**src/rtl/core/vgpl_pkg.sv**
```systemverilog
// Shared types and constants of the voxel grid point limiter.
`default_nettype none

package vgpl_pkg;

    // One input beat: a point in signed Q16.16 metres.
    typedef struct packed {
        logic signed [31:0] pos_x;
        logic signed [31:0] pos_y;
        logic signed [31:0] pos_z;
    } t_in_beat;

    // One output beat: the decision for one point.
    typedef struct packed {
        logic       keep;
        logic       table_overflow;
        logic [7:0] voxel_count;
    } t_out_beat;

    // Voxel key: three saturated 21-bit indices, x in the top bits.
    typedef struct packed {
        logic [20:0] x;
        logic [20:0] y;
        logic [20:0] z;
    } t_voxel_key;

    // Configuration register indexes.
    localparam logic [7:0] CFG_INV_VOXEL_SIZE = 8'd0;
    localparam logic [7:0] CFG_MAX_POINTS     = 8'd1;

    localparam logic [31:0] INV_VOXEL_SIZE_RST = 32'd655360;
    localparam logic [7:0]  MAX_POINTS_RST     = 8'd1;

    // Saturation limits of a voxel index.
    localparam logic signed [31:0] IDX_MAX = 32'sd1048575;
    localparam logic signed [31:0] IDX_MIN = -32'sd1048576;

    // Spatial hash multipliers.
    localparam logic [31:0] HASH_X = 32'd73856093;
    localparam logic [31:0] HASH_Y = 32'd19349663;
    localparam logic [31:0] HASH_Z = 32'd83492791;

    // Result queue sizing.
    localparam int RES_FIFO_DEPTH = 16;
    localparam int RES_FIFO_PTR_W = 4;
    localparam int RES_FIFO_CNT_W = 5;

endpackage

`default_nettype wire

```
**src/rtl/core/vgpl_res_fifo.sv**
```systemverilog
// Result queue that decouples the table pipeline from the output channel.
`default_nettype none

module vgpl_res_fifo (
    input  wire logic          i_clk,
    input  wire logic          i_rst_n,
    input  wire logic          i_push,
    input  wire vgpl_pkg::t_out_beat i_data,
    input  wire logic          i_pop,
    output logic               o_valid,
    output vgpl_pkg::t_out_beat o_data
);
    import vgpl_pkg::*;

    t_out_beat                 r_mem [RES_FIFO_DEPTH];
    logic [RES_FIFO_PTR_W-1:0] r_wr_ptr;
    logic [RES_FIFO_PTR_W-1:0] r_rd_ptr;
    logic [RES_FIFO_CNT_W-1:0] r_count;

    always_ff @(posedge i_clk) begin
        if (!i_rst_n) begin
            r_wr_ptr <= '0;
            r_rd_ptr <= '0;
            r_count  <= '0;
        end else begin
            if (i_push) begin
                r_wr_ptr <= r_wr_ptr + 1'b1;
            end
            if (i_pop) begin
                r_rd_ptr <= r_rd_ptr + 1'b1;
            end
            case ({i_push, i_pop})
                2'b10:   r_count <= r_count + 1'b1;
                2'b01:   r_count <= r_count - 1'b1;
                default: r_count <= r_count;
            endcase
        end
    end

    always_ff @(posedge i_clk) begin
        if (i_push) begin
            r_mem[r_wr_ptr] <= i_data;
        end
    end

    assign o_valid = (r_count != '0);
    assign o_data  = r_mem[r_rd_ptr];

endmodule

`default_nettype wire

```
**config.mk**
```make
export PLATFORM = sky130hd
export DESIGN_NAME = vgpl_res_fifo
export DESIGN_NICKNAME = d
export VERILOG_FILES = /design/src/rtl/core/vgpl_pkg.sv /design/src/rtl/core/vgpl_res_fifo.sv
export SDC_FILE = /design/constraint.sdc
export NUM_CORES = 1
export LEC_CHECK = 0
export BUFFER_PORTS_ARGS = -buffer_cell sky130_fd_sc_hd__buf_2
export CAP_MARGIN = 20
export CORE_MARGIN = 3
export CORE_UTILIZATION = 65
export DETAILED_ROUTE_END_ITERATION = 10
export PLACE_DENSITY = 0.86
export SYNTH_ARGS = -nofsm -noshare
export SYNTH_HDL_FRONTEND = slang
export SYNTH_SLANG_ARGS = --single-unit
```
**constraint.sdc**
```tcl
create_clock -name i_clk -period 5.49 [get_ports i_clk]
set_input_delay 0.549 -clock i_clk [delete_from_list [all_inputs] [get_ports i_clk]]
set_output_delay 0.549 -clock i_clk [all_outputs]
set_load 0.05 [all_outputs]
```
# After elaboration in Yosys (flattened, before gate mapping)
# Memory sizes are Yosys's and may differ from the RTL's. A register that Yosys moved wholly into a read port is not among the register bits.
# Index checks and enable logic that the tools add are counted.
# Widths: inputs -> output; s select.
# classes
shift	0
n_reduce_logical	2
order_cmp	0
div_mod_pow	0
n_mux	5
n_addsub	4
eq_ne	2
bitwise_logic	0
n_mul	0
# ops
op	n
$pmux 5 s2	1
$add 4x1->4 const B	2
$mux 4	2
$add 5x1->5 const B	1
$reduce_bool 5->1	1
$sub 5x1->5 const B	1
$eq 2x1->1 const B	1
$eq 2x2->1 const B	1
$mux 1	2
$reduce_bool 2->1	1
# word_totals
ram_bits	160
rom_bits	0
n_memories	1
latch_bits	0
out_inout_bits	11
inputBits	14
word_cells	17
ff_bits	13
# mem_list
memory	words	word_bits	rd	rd_ports_with_merged_regs	wr	line	text
r_mem	16	10	1	1	1	vgpl_res_fifo.sv:15	t_out_beat r_mem [RES_FIFO_DEPTH];

# Longest topological paths before layout
# Gate-level depths: netlist of the first run.
# logic_depth
word_depth	3
ltp_mapped	10
depth_no_buf	8

# Worst setup path before layout of the first run
# OpenSTA, ideal clock, no wires.
# synth_path
kind	input port to flip-flop
from	in i_push
to	reg r_count[2]
cell_stages	10
t_required_ps	5420
setup_ps	70
arrival_ps	2235
n_path_buf	2
slack_ps	3185
cell_sequence	clkbuf_1 -> inv_1 -> ha_1 -> buf_2 -> xor2_1 -> ha_1 -> a21oi_1 -> xor2_1 -> or3_1 -> a21boi_1
# synth_via
elab_chain_len	2
elab_cells_between_ends	4
classes_between	eq/ne (2); mux (1); reduce/logical (1)
# synth_lines
item	line	text
from (decl)	vgpl_res_fifo.sv:7	input wire logic i_push,
$eq 2x1->1 / $eq 2x2->1 (equally long branches)	vgpl_res_fifo.sv:32	case ({i_push, i_pop})
$pmux 5 s2 / $reduce_bool 2->1 (equally long branches)	n/a	
to (signal assigned)	vgpl_res_fifo.sv:33	2'b10: r_count <= r_count + 1'b1;
to (signal assigned)	vgpl_res_fifo.sv:34	2'b01: r_count <= r_count - 1'b1;
to (signal assigned)	vgpl_res_fifo.sv:35	default: r_count <= r_count;
to (decl)	vgpl_res_fifo.sv:18	logic [RES_FIFO_CNT_W-1:0] r_count;
# Parallel ways exist; a longest one is shown, timed or not.
# A chain may end at the register's enable or synchronous reset.

==> metrics, run 1 <==
startpoint class of the critical path register; post-DP HPWL ~8000 um; critical path class reg2out; Min Hold Slack just under 400 ps; FF+latch count, synth about 180; EDFF count, synth between 150 and 200; vias in the first global route around 3,600; syn_area_per_cell between 15 and 20 um2; DRC Markers 0; Fin. Hold Viols 0; die height 110.1 um; most frequent cells in the layout edfxtp_1 (160), and2_1 (25), mux4_2 (24), buf_2 (24), a22oi_1 (20); commonest non-fill, non-tap cell in the layout edfxtp_1; Max IR drop VDD roughly 0.33 mV; Tmin final 3502 ps; Core Rows 37; Post-synth ARST share 0; Pwr Density around 370 nW/um2; Hold EP r_count[4]; relative slew slack 0.2440; CTS clk-pin slew, worst paths around 70 ps; die area ~12,000 um2; Worst R2R Setup Slack around 3600 ps; Area growth syn-to-layout 10.84%; nets around 400; FF-to-FF path depth 2; gr usage total 0.2560; clock root buffer clkbuf_8; H-tree depth 4; Place WS between 2000 and 2500 ps; Routed WL between 10,000 and 15,000 um; wire length per cell ~26 um; grt total ovfl 0; largest net degree at the start of global routing between 40 and 50; Final Non-Filler Cells 533; Synth Net Count approximately 380; Via Count between 3,000 and 4,000; cell count after synthesis between 300 and 400; Die X about 110 um; Hold Crit Class in2reg; initial DRC count roughly 270; sw power roughly 0.00072 W; post-cts sizing count 0; first-pass GRT wire length around 21,000 um; LEAKAGE ~2.6 nW; Max Clock Skew 6.522 ps; IO Count 25; Combinational Power Share 0.086; routability cong. around 0.74; Post-Synthesis Cell Area 7041 um2; Seq pwr share 0.525; Max-cap violations 0; RSZ-0062 raised after global routing no; final period utilization 0.6379; PnR worst setup slack roughly 2000 ps; switching portion of total power 0.2496; Port Buffers 24; Arrival @ worst endpoint between 2000 and 3000 ps; Initial Util 0.6759; TritonCTS Buffers 17; Worst Tran Pin Value around 1100 ps; maximum clock path buffer count 2; first-pass iteration count of the detailed router 5; Final Max Slew Viols 0; Most used DFF post-synth edfxtp_1; layout cells sized above 1 0.2096; FMAX 0.2855 GHz; Hold Path Depth 3; Crit path required time between 4000 and 5000 ps; placed insts about 500; TritonCTS clock tree yes; Distinct cells, synth 38; Setup-failing EPs final 0; FF-to-FF Start r_wr_ptr[2]; fill cell total of the finished layout 588; drt via density between 6 and 7; worst r2r dst r_mem[3][2]; Int Pwr roughly 0.0022 W; cts-stage hold buffer count 0; Placed Instance Area 7234 um2; clk sinks 177; post-detailed-route count of antenna-violating nets 0; run status completed; crit end category primary output; core area about 10,000 um2; Yosys warnings 0; post-synthesis sequential area ratio 0.7308; setup bufs post-CTS 0; Post-Route Setup TNS 0 ps; final instance area 7804 um2; Clk Latency, worst-skew pair ~530 ps; Hold Startpoint i_rst_n; Clk pwr share 0.389; worst-path fanout max 22; initial antenna violation count 1
cell type report:
| type | instances | area (um2) | area share |
|---|---|---|---|
| diodes | 1 | 2.502 | 0.0003207 |
| clock buffers | 17 | 414.1 | 0.05307 |
| clock inverters | 15 | 141.4 | 0.01812 |
| inverters | 3 | 11.26 | 0.001443 |
| multi-input cells | 157 | 1772 | 0.2270 |
| flip-flops and latches | 177 | 5146 | 0.6595 |
| well taps | 136 | 170.2 | 0.02181 |
| repair buffers | 27 | 146.4 | 0.01876 |
cell usage after synthesis, drive strengths merged, types with 2 or more instances:
cell	number	area [um2]
inv	3	11.26
buf	13	93.84
mux4	40	960.9
xnor2	5	43.79
xor2	5	43.79
a22oi	20	150.1
nor2	5	18.77
o21ai	2	10.01
nand2	16	60.06
and2	25	156.4
clkbuf	5	18.77
ha	9	112.6
o211ai	2	15.01
mux2i	4	40.04
nor3	3	15.01
nand4	2	12.51
dfxtp	17	340.3
nor2b	5	31.28
edfxtp	160	4805
stage by stage:
step           power, W  utilization
5_1_grt        0.002966       0.7492
3_5_place_dp   0.001792       0.6945
6_report       0.002887       0.7492
3_3_place_gp   0.001783       0.6945
4_1_cts        0.002893       0.7479
2_1_floorplan  0.001732            -
metal layers:
layer / track usage / part of all wire / vias up
met5: 0 / 0 / -
li1: - / - / 1509
met3: 0.06872 / 0.076 / 29
met4: 0.08994 / 0.024 / 0
met1: 0.3314 / 0.38 / 1760
met2: 0.4242 / 0.51 / 169
worst max-delay path by stage:
stage / endpoint / slack [ps] / from
4_1_cts: o_data[4] / 1920 / register
3_3_place_gp: o_data[6] / 2490 / register
3_5_place_dp: o_data[4] / 2470 / register
5_1_grt: o_data[6] / 1770 / register
6_report: o_data[6] / 1990 / register
2_1_floorplan: r_count[2] / 3190 / i_push
power by group through the flow:
stage	clock network, W	registers (W)	logic, W
2_1_floorplan	0	0.00153	0.000202
3_3_place_gp	0	0.00154	0.000239
3_5_place_dp	0	0.00155	0.000246
4_1_cts	0.00113	0.00152	0.000249
5_1_grt	0.00118	0.00152	0.000268
6_report	0.00112	0.00152	0.000248
kinds of logic after synthesis:
logic type / Yosys count / share of synthesized area
and+or+nand+nor: 64 / 0.05029
AOI/OAI and AO/OA: 30 / 0.03074
DFF: 177 / 0.7308
buffers and inverters: 21 / 0.01759
xor gates and xnor gates: 10 / 0.01244
adders and majority gates: 9 / 0.01599
muxes: 44 / 0.1422
critical path: stages, from the launching register on:
cell,delay [ps]
dfxtp_2,820
buf_4,470
mux4_1,610
a22oi_1,220
nand2_1,80
buf_2,210
sequential cells by signal (all words and copies together), names as in the netlist, named ones only:
| register | cells |
|---|---|
| r_wr_ptr | 4 |
| r_mem | 160 |
| r_rd_ptr | 4 |
| r_count | 5 |
Note: power is estimated with default switching activity, not from simulation.
==> inputs of run 2 (changes only) <==
ABC_AREA = 1   (was not set)
CORE_UTILIZATION = 61   (was 65)
PLACE_DENSITY = 0.82   (was 0.86)
clock period = 3.55 ns   (was 5.49 ns; I/O delays follow)
==> run 2 against run 1 <==
Compared with the run above:
- final area up 6.3%
- highest routed layer unchanged
- die area grew 12%
- power is 58% higher
==> metrics, run 2 <==
run status completed; Routed WL 16,270 um (+15%); Post-synth ARST share 0 (unchanged); startpoint class of the critical path register; Initial Util 0.6379 (-0.03799); Die X 116.7 um (+6.0%); worst-path fanout max 46 (+110%); maximum clock path buffer count 2 (unchanged); Synth Net Count 657 (+74%); Hold Startpoint i_push; Clk pwr share 0.397 (+0.008); switching portion of total power 0.2347 (-0.01490); Final Max Slew Viols 0 (unchanged); Most used DFF post-synth edfxtp_1; Core Rows 39 (+5.4%); syn_area_per_cell 11.78 um2 (-41%); IO Count 25 (unchanged); Max IR drop VDD 0.4512 mV (+35%); final period utilization 0.7921; first-pass GRT wire length 25,500 um (+19%); clk sinks 177 (unchanged); TritonCTS Buffers 17 (unchanged); RSZ-0062 raised after global routing no; Top reg by flops r_mem; FF-to-FF Start r_wr_ptr[0]; post-DP HPWL 9864 um (+23%); Area contributors post-synth edfxtp_1 (64%), inv_1 (5.0%), dfxtp_1 (4.6%); LEAKAGE 3.104 nW (+19%); critical path class reg2out; Post-Synthesis Cell Area 7471 um2 (+6.1%); Hold EP r_wr_ptr[0]; cell count after synthesis 634 (+79%); Top Registers r_mem: 160 flops, r_count: 5 flops; initial DRC count 540 (+100%); EDFF count, synth 160 (unchanged); Setup-failing EPs final 0 (unchanged); commonest non-fill, non-tap cell in the layout edfxtp_1; crit end category primary output; Clk Latency, worst-skew pair 440 ps (-90 ps); Seq pwr share 0.516 (-0.009); Hold Path Depth 2 (-1); drt via density 6.002 (-7.7%); TritonCTS clock tree yes; FF-to-FF path depth 4 (+2); Via Count 4,916 (+42%); post-synthesis sequential area ratio 0.6887 (-0.04210); Post-Route Setup TNS 0 ps (unchanged); top cells by count, synth edfxtp_1 (160), inv_1 (100), nand2_1 (74), nand3_1 (66), a21oi_1 (41); Largest register FFs 160 (unchanged); Pwr Density 549.1 nW/um2 (+48%); grt total ovfl 0 (unchanged); Worst Tran Pin Value 1048 ps (-83.58 ps); core area 11,710 um2 (+12%); Int Pwr 0.003485 W (+61%); Arrival @ worst endpoint 2460 ps (-490 ps); Area growth syn-to-layout 11.02%; most frequent cells in the layout edfxtp_1 (160), inv_1 (100), nand2_1 (74); initial antenna violation count 0 (-1); gr usage total 0.2590 (+0.002980); Max Clock Skew 13.20 ps (+6.674 ps); largest net degree at the start of global routing 75 (+83%); post-cts sizing count 0 (unchanged); worst r2r dst r_mem[10][9]; relative slew slack 0.2987 (+0.05469); Yosys warnings 0 (unchanged); H-tree depth 4 (unchanged); PnR worst setup slack 737.9 ps (-1250 ps); Worst R2R Setup Slack 1600 ps (-2030 ps); sw power 0.001069 W (+48%); post-detailed-route count of antenna-violating nets 0 (unchanged); vias in the first global route 4,816 (+32%); layout cells sized above 1 0.1215 (-0.08811); clock root buffer clkbuf_16; max incr delay on CP 820 ps (about the same); setup bufs post-CTS 0 (unchanged); leading area contributor after synthesis edfxtp_1; critical path's slowest cell dfxtp_2; Distinct cells, synth 24 (-37%); first-pass iteration count of the detailed router 5 (unchanged); cell mode on critical path nand3_1; Fin. Hold Viols 0 (unchanged); nets 685 (+69%); Port Buffers 24 (unchanged); Max-cap violations 0 (unchanged); routability cong. 0.8643 (+18%); Place WS 1273 ps (-1201 ps); die area 13,610 um2 (+12%); Tmin final between 2000 and 3000 ps; Crit path required time 3190 ps (-1750 ps); cts-stage hold buffer count 0 (unchanged); Yosys top cell area share 0.6431 (-0.03932); Combinational Power Share 0.086 (about the same); wire length per cell 19.86 um (-25%); CTS clk-pin slew, worst paths 60 ps (about the same); FMAX 0.3556 GHz; Hold Crit Class in2reg; Util after Layout 0.7082 (-0.04096); most frequent cell after synthesis edfxtp_1; CP cell instances buf_12 -> a21oi_1 -> o21ai_0 -> nand3_1 -> nand3_1 -> nand2_1 -> buf_2; die height 116.7 um (+6.0%); FF+latch count, synth 177 (unchanged); DRC Markers 0 (unchanged)
-- run 2: cell count changes after synthesis, moves of 25 or more --
cell,before,now
nand3_1,1,66
a21oi_1,1,41
inv_1,3,100
o21ai_0,2,28
nand2_1,16,74
o211ai_1,2,40
and2_1,25,0
-- run 2: worst max-delay path by stage --
stage                         from   endpoint  slack (ps)  depth (start not counted)
after floorplan           register  o_data[0]        1860                          8
after global placement    register  o_data[7]        1310                          6
after detailed placement  register  o_data[3]        1270                          7
after CTS                 register  o_data[4]         770                          7
after global routing      register  o_data[4]         620                          7
final                     register  o_data[4]         740                          7
-- run 2: area by class of cell --
cell class / instances / area (um2)
antenna: 1 / 2.502
clock buffer: 21 / 460.4
clock inverter: 11 / 113.9
fill: 761 / 3417
inverter: 101 / 379.1
multi-input combinational: 324 / 1717
sequential: 177 / 5150
tap: 143 / 178.9
timing repair buffer: 41 / 292.8
-- run 2: cell families (layout without fill, tap and decap cells) --
logic type               after synthesis  in the layout  synth area share
flip-flops                           177            177            0.6887
AO/OA/AOI/OAI                        141            141            0.1135
XOR/XNOR                               3              3          0.003518
adder cells (fa/ha/maj)                9              9           0.01507
AND/OR/NAND/NOR                      171            171           0.09764
other                                  0              1                 0
buffers and inverters                133            174           0.08156
-- run 2: power by group through the flow --
stage	combinational (W)	sequential, W	clock, W
after global placement	0.000377	0.00239	0
after floorplan	0.000307	0.00236	0
final	0.000394	0.00235	0.00181
after CTS	0.000395	0.00235	0.00182
after detailed placement	0.000390	0.00239	0
after global routing	0.000432	0.00236	0.00191
-- run 2: critical path, delay by kind of cell (launching register included) --
family / cells / cell delay, ps
buffers and inverters: 2 / 540
AND/OR/NAND/NOR: 3 / 400
flip-flops: 1 / 820
AO/OA/AOI/OAI: 2 / 210
-- run 2: per-layer routing --
layer  global-route usage  share of wire  up-vias
li1                     -              -     2270
met2               0.4260           0.51      206
met5                    0              0        -
met4               0.1009          0.021        0
met1               0.3370           0.40     2411
met3              0.06166          0.073       29
-- run 2: stage by stage --
stage	instance area, um2	power [W]	hold WS, ps	cells
2_1_floorplan	7471	0.002670	444.4	634
3_5_place_dp	7691	0.002784	477.3	783
4_1_cts	8265	0.004562	175.4	815
6_report	8294	0.004554	191.4	819
3_3_place_gp	7680	0.002767	463.1	782
5_1_grt	8292	0.004698	211.7	818
